<file path="config.mk">
export PLATFORM = sky130hd
export DESIGN_NAME = lzss_token_group_packer
export DESIGN_NICKNAME = d
export VERILOG_FILES = /design/src/rtl/lzss_tgp_pkg.sv /design/src/rtl/lzss_token_group_packer.sv /design/src/rtl/lzss_tgp_tok_store.sv
export SDC_FILE = /design/constraint.sdc
export NUM_CORES = 1
export LEC_CHECK = 0
export ABC_CLOCK_PERIOD_IN_PS = 3600
export BUFFER_PORTS_ARGS = -buffer_cell sky130_fd_sc_hd__buf_2
export CORE_MARGIN = 3
export CORE_UTILIZATION = 55
export CTS_BUF_LIST = sky130_fd_sc_hd__clkbuf_16
export CTS_CLUSTER_DIAMETER = 50
export CTS_CLUSTER_SIZE = 24
export DETAILED_ROUTE_END_ITERATION = 16
export PLACE_DENSITY = 0.78
export SYNTH_ARGS = -nofsm -noshare
export SYNTH_HDL_FRONTEND = slang
export SYNTH_SLANG_ARGS = --single-unit
</file>
<file path="constraint.sdc">
create_clock -name clk -period 3.6 [get_ports clk]
set_clock_uncertainty 0.05 [all_clocks]
set_input_delay 0.18 -clock clk [delete_from_list [all_inputs] [get_ports clk]]
set_output_delay 0.18 -clock clk [all_outputs]
set_load 0.1 [all_outputs]
</file>
<file path="src/rtl/lzss_tgp_pkg.sv">
package lzss_tgp_pkg;

    localparam int GROUP_SIZE = 8;
    localparam int IDX_W      = $clog2(GROUP_SIZE);
    localparam int LEN_BIAS   = 3;

    typedef enum logic [1:0] {
        REQ_BYTE  = 2'd0,
        REQ_TOKEN = 2'd1,
        REQ_FINAL = 2'd2
    } req_t;

    typedef struct packed {
        logic        lit;
        logic [7:0]  byte_val;
        logic [11:0] dist_val;
        logic [4:0]  len;
    } tok_t;

endpackage

</file>
<file path="src/rtl/lzss_token_group_packer.sv">
// Token item: one that does not fill a group is only stored; one that fills it is followed
// by the flag byte and 8..16 token bytes at one byte per cycle while out_ready holds.
// Checksum item: added to the sum. Finalize: partial group flush (flag byte plus 1..14
// token bytes) when tokens are held, then 4 sum bytes, one per cycle while out_ready holds.
// Output register decouples the sides; emission stalls only on out_ready.
// Reset (rst_n, async low) clears token count, flags, sum and size count.
module lzss_token_group_packer
    import lzss_tgp_pkg::*;
(
    input  logic        clk,
    input  logic        rst_n,
    input  logic        in_valid,
    output logic        in_ready,
    input  logic [1:0]  req_type,
    input  logic [7:0]  data_byte,
    input  logic        is_literal,
    input  logic [7:0]  token_byte,
    input  logic [11:0] match_distance,
    input  logic [4:0]  match_length,
    output logic        out_valid,
    input  logic        out_ready,
    output logic [7:0]  out_byte,
    output logic        last,
    output logic [31:0] total_size
);

    typedef enum logic [2:0] {
        ST_IDLE,
        ST_FLAG,
        ST_TOK,
        ST_HI,
        ST_SUM
    } state_t;

    state_t               state_reg, state_next;
    logic [IDX_W-1:0]     cnt_reg, cnt_next;
    logic [IDX_W-1:0]     idx_reg, idx_next;
    logic [IDX_W-1:0]     last_idx_reg, last_idx_next;
    logic [GROUP_SIZE-1:0] flags_reg, flags_next;
    logic                 fin_reg, fin_next;
    logic [1:0]           k_reg, k_next;
    logic [31:0]          sum_reg, sum_next;
    logic [31:0]          size_reg, size_next;
    logic                 out_valid_reg, out_valid_next;
    logic [7:0]           out_byte_reg, out_byte_next;
    logic                 last_reg, last_next;

    logic             can_push;
    logic             push;
    logic [7:0]       pbyte;
    logic             plast;
    logic             adv;
    logic             wr_en;
    logic             rd_en;
    logic [IDX_W-1:0] rd_addr;
    tok_t             wr_tok;
    tok_t             rd_tok;
    logic [4:0]       len_m3;

    assign wr_tok.lit      = is_literal;
    assign wr_tok.byte_val = token_byte;
    assign wr_tok.dist_val = match_distance;
    assign wr_tok.len      = match_length;

    lzss_tgp_tok_store u_store (
        .clk     (clk),
        .wr_en   (wr_en),
        .wr_addr (cnt_reg),
        .wr_data (wr_tok),
        .rd_en   (rd_en),
        .rd_addr (rd_addr),
        .rd_data (rd_tok)
    );

    assign can_push = !out_valid_reg || out_ready;
    assign len_m3   = rd_tok.len - 5'(LEN_BIAS);

    always_comb
    begin
        state_next     = state_reg;
        cnt_next       = cnt_reg;
        idx_next       = idx_reg;
        last_idx_next  = last_idx_reg;
        flags_next     = flags_reg;
        fin_next       = fin_reg;
        k_next         = k_reg;
        sum_next       = sum_reg;
        push           = 1'b0;
        pbyte          = 8'd0;
        plast          = 1'b0;
        adv            = 1'b0;
        wr_en          = 1'b0;
        rd_en          = 1'b0;
        rd_addr        = idx_reg;

        case (state_reg)
            ST_IDLE:
            begin
                if (in_valid)
                begin
                    case (req_type)
                        REQ_BYTE:
                        begin
                            sum_next = sum_reg + {24'd0, data_byte};
                        end
                        REQ_TOKEN:
                        begin
                            wr_en = 1'b1;
                            flags_next[cnt_reg] = is_literal;
                            if (cnt_reg == IDX_W'(GROUP_SIZE - 1))
                            begin
                                last_idx_next = cnt_reg;
                                cnt_next      = '0;
                                fin_next      = 1'b0;
                                state_next    = ST_FLAG;
                            end
                            else
                            begin
                                cnt_next = cnt_reg + 1'b1;
                            end
                        end
                        REQ_FINAL:
                        begin
                            fin_next = 1'b1;
                            k_next   = '0;
                            if (cnt_reg != '0)
                            begin
                                last_idx_next = cnt_reg - 1'b1;
                                cnt_next      = '0;
                                state_next    = ST_FLAG;
                            end
                            else
                            begin
                                state_next = ST_SUM;
                            end
                        end
                        default:
                        begin
                        end
                    endcase
                end
            end
            ST_FLAG:
            begin
                if (can_push)
                begin
                    push       = 1'b1;
                    pbyte      = flags_reg;
                    flags_next = '0;
                    rd_en      = 1'b1;
                    rd_addr    = '0;
                    idx_next   = '0;
                    state_next = ST_TOK;
                end
            end
            ST_TOK:
            begin
                if (can_push)
                begin
                    push = 1'b1;
                    if (rd_tok.lit)
                    begin
                        pbyte = rd_tok.byte_val;
                        adv   = 1'b1;
                    end
                    else
                    begin
                        pbyte      = rd_tok.dist_val[7:0];
                        state_next = ST_HI;
                    end
                end
            end
            ST_HI:
            begin
                if (can_push)
                begin
                    push  = 1'b1;
                    pbyte = {rd_tok.dist_val[11:8], len_m3[3:0]};
                    adv   = 1'b1;
                end
            end
            ST_SUM:
            begin
                if (can_push)
                begin
                    push  = 1'b1;
                    pbyte = 8'(sum_reg >> {k_reg, 3'b000});
                    if (k_reg == 2'd3)
                    begin
                        plast      = 1'b1;
                        state_next = ST_IDLE;
                    end
                    else
                    begin
                        k_next = k_reg + 1'b1;
                    end
                end
            end
            default:
            begin
                state_next = ST_IDLE;
            end
        endcase

        if (adv)
        begin
            if (idx_reg == last_idx_reg)
            begin
                if (fin_reg)
                begin
                    k_next     = '0;
                    state_next = ST_SUM;
                end
                else
                begin
                    plast      = 1'b1;
                    state_next = ST_IDLE;
                end
            end
            else
            begin
                rd_en      = 1'b1;
                rd_addr    = idx_reg + 1'b1;
                idx_next   = idx_reg + 1'b1;
                state_next = ST_TOK;
            end
        end

        out_valid_next = out_valid_reg && !out_ready;
        out_byte_next  = out_byte_reg;
        last_next      = last_reg;
        size_next      = size_reg;
        if (push)
        begin
            out_valid_next = 1'b1;
            out_byte_next  = pbyte;
            last_next      = plast;
            size_next      = size_reg + 32'd1;
        end
    end

    always_ff @(posedge clk or negedge rst_n)
    begin
        if (!rst_n)
        begin
            state_reg     <= ST_IDLE;
            cnt_reg       <= '0;
            idx_reg       <= '0;
            last_idx_reg  <= '0;
            flags_reg     <= '0;
            fin_reg       <= 1'b0;
            k_reg         <= '0;
            sum_reg       <= '0;
            size_reg      <= '0;
            out_valid_reg <= 1'b0;
            out_byte_reg  <= '0;
            last_reg      <= 1'b0;
        end
        else
        begin
            state_reg     <= state_next;
            cnt_reg       <= cnt_next;
            idx_reg       <= idx_next;
            last_idx_reg  <= last_idx_next;
            flags_reg     <= flags_next;
            fin_reg       <= fin_next;
            k_reg         <= k_next;
            sum_reg       <= sum_next;
            size_reg      <= size_next;
            out_valid_reg <= out_valid_next;
            out_byte_reg  <= out_byte_next;
            last_reg      <= last_next;
        end
    end

    assign in_ready   = (state_reg == ST_IDLE);
    assign out_valid  = out_valid_reg;
    assign out_byte   = out_byte_reg;
    assign last       = last_reg;
    assign total_size = size_reg;

endmodule

</file>
<file path="src/rtl/lzss_tgp_tok_store.sv">
module lzss_tgp_tok_store
    import lzss_tgp_pkg::*;
(
    input  logic             clk,
    input  logic             wr_en,
    input  logic [IDX_W-1:0] wr_addr,
    input  tok_t             wr_data,
    input  logic             rd_en,
    input  logic [IDX_W-1:0] rd_addr,
    output tok_t             rd_data
);

    tok_t mem [GROUP_SIZE];
    tok_t rd_data_reg;

    always_ff @(posedge clk)
    begin
        if (wr_en)
        begin
            mem[wr_addr] <= wr_data;
        end
        if (rd_en)
        begin
            rd_data_reg <= mem[rd_addr];
        end
    end

    assign rd_data = rd_data_reg;

endmodule
</file>
==> impl_metrics.ini <==
[final_layout]
syn_to_final_growth_pct = 16.2
num-fill-cells = 1689
fin_cells = 1349
n_antenna_cell = 0
largest_reg_flops = 200
drive_gt1_frac = 0.264
nNetsFinal = 1061

[floorplanning]
row_count = 57
start_util = 0.562
die_h_um = 164
chipWidth_um = 164
fp.dieArea_um2 = 26900
pin_count = 83
core-area_um2 = 24500

[sta]
hold_viol_final = 0
finalWorstSetupSlack_ns = 0.626
max_freq_mhz = 336
slew_headroom = 0.269
slew_violations = 0
finalSetupTns_ns = 0
setup_viol = 0
tightest_slew_ns = 1.10
finalCriticalPeriod_ns = 2.97
period_share = 0.826
rsz0062_at_grt = no

[clock_tree]
numCtsBuffers = 30
cts.path.max_buffers = 3
numClockSinks = 322
htreeDepth = 1
root_buffer = clkbuf_16
clk_latency_ns = 0.57
path_clk_slew_ns = 0.07
tritoncts = yes

[worst_setup_path]
max_stage_delay_ns = 0.53
path_cells = buf_4 > or3_1 > inv_2 > nand4_1 > or3_1 > nor3_2 > nand4_1 > xnor2_1
critPathTopFamily = simple AND/OR/NAND/NOR gates
slowest_stage = dfrtp_1
startpoint_type = register
crit_arrival_ns = 3.35
crit_buf_inv = 2
crit_type = register to register
cp_max_fo = 11
cp.required_ns = 3.98
worstSetupEndpointType = register

[drt]
wl_per_cell_um = 21.0
vias = 7935
ant_nets = 0
drt-total-wl_mm = 28.3
dr.pass1.iters = 4
viasPerCell = 5.88
drt-initial-drc-count = 706
drc = 0

[global_route]
grt_max_degree = 87
grt_use_total = 0.215
gr-total-overflow = 0
antenna_found_initial = 0
grt_pass1_vias = 7966
grt_first_pass_wirelength_mm = 44.4

[yosys]
ys.warnings.count = 0
synth.distinct_cells = 54
syn_area_per_cell_um2 = 15.7
yosysSeqAreaShare = 0.668
ys_ff_latch = 322
synth_area_um2 = 13700
synth_edf_count = 225
synth_ff_type = edfxtp_1
synth.net_count = 932
synth-async-reset-ratio = 0.301
syn_inst = 873

[run]
maxCapViolations = 0

[place]
place.gp.congestion = 0.838
portBuffers = 81
pre_cts_slack_ns = 0.646
place_inst = 1265
post-dp-hpwl_mm = 17.6

[power]
p_leak_nw = 5.98
vdd_drop_max_mv = 0.787
power_density_nw_per_um2 = 811

[outcome]
outcome = completed

[min_path]
min_path_type = input port to register
[report_power, final]
part | switching (mW) | internal [mW]
logic | 2.71 | 2.06
registers | 0.411 | 4.57
clock network | 1.54 | 1.67
[Yosys cell counts (3+ instances only)]
cell	n	area, um^2
inv_1	11	41.3
ha_1	18	225
nand2_1	72	270
xor2_1	28	245
and3_1	10	62.6
o21ai_0	40	200
or2_2	3	18.8
a221oi_1	16	140
and4_1	7	61.3
and2_1	5	31.3
xnor2_1	41	359
a21oi_1	15	75.1
nand3_1	21	105
clkbuf_1	23	86.3
nor2_1	41	154
buf_6	6	67.6
edfxtp_1	225	6760
or3_1	6	37.5
a31oi_1	3	18.8
nand3b_1	3	22.5
nor3_1	15	75.1
a21o_1	3	22.5
mux2i_1	12	120
buf_2	9	45.0
mux4_2	58	1310
nand4_1	18	113
dfrtp_1	97	2430
mux2_2	32	360
nand2b_1	4	25.0
[kinds of logic after synthesis]
kind of cell	count (synthesis)	share of synthesized area
flops	322	0.668
simple gates	213	0.0765
mux	104	0.132
compound gates	93	0.0424
xor+xnor	69	0.0440
buf+inv	53	0.0189
fa+ha+maj	19	0.0179
[worst register-to-register path, stage by stage, from the launching register on]
cell	delay [ns]
dfrtp_1	0.53
buf_4	0.25
or3_1	0.43
inv_2	0.20
nand4_1	0.17
or3_1	0.52
nor3_2	0.40
nand4_1	0.18
xnor2_1	0.15
[path summary, 6_finish.rpt]
path / startpoint / slack [ns] / endpoint / cells past startpoint
worst max-delay path: state_reg[2] / 0.63 / sum_reg[30] / 8
worst min-delay path: data_byte[5] / 0.07 / sum_reg[5] / 4
worst max register to register: state_reg[2] / 0.63 / sum_reg[30] / 8
min in group asynchronous: rst_n / 0.33 / sum_reg[6] / 2
worst min register to register: sum_reg[31] / 0.42 / sum_reg[31] / 1
max in group asynchronous: rst_n / 2.34 / flags_reg[5] / 3
[metrics by stage]
step / hold WS (ns) / area (um^2) / power [mW] / utilization
3_3_place_gp: 0.393 / 14700 / 9.68 / 0.599
3_5_place_dp: 0.397 / 14700 / 9.80 / 0.599
5_1_grt: 0.0960 / 16000 / 13.6 / 0.653
6_report: 0.0689 / 16000 / 12.9 / 0.653
2_1_floorplan: -0.166 / 13700 / 8.64 / -
4_1_cts: 0.0475 / 16000 / 13.0 / 0.653
[area by class of cell]
type / instances / area [um^2] / share of cell area
Inverter: 13 / 48.8 / 0.00306
Timing Repair Buffer: 137 / 938 / 0.0588
Sequential cell: 322 / 9180 / 0.575
Clock inverter: 24 / 250 / 0.0157
Multi-Input combinational cell: 498 / 4360 / 0.273
Clock buffer: 31 / 776 / 0.0486
Tap cell: 324 / 405 / 0.0254
[layout by cell type (no fill, tap or decap), drive strengths merged, types with 15 or more instances in the layout]
master and count:
xnor2 41, nand3 21, nand2 73, mux2 33
ha 18, inv 23, xor2 28, edfxtp 225
o21ai 41, clkbuf 31, buf 108, mux4 58
a21oi 15, nor3 17, nand4 18, nor2 41
a221oi 16, dfrtp 97, dlygate4sd3 29
[repair_timing]
item	in CTS	in global routing
hold endpoints to repair	294	0
gates resized for setup	0	0
setup buffers	0	0
hold buffers	29	0
[layer usage]
metal	global-route usage	vias to the layer above	wire length (um)
li1	-	3619	-
met1	0.302	3996	12100
met2	0.358	276	13900
met3	0.0310	44	1610
met4	0.0565	0	707
met5	0	-	0
(Power assumes the default switching activity.)
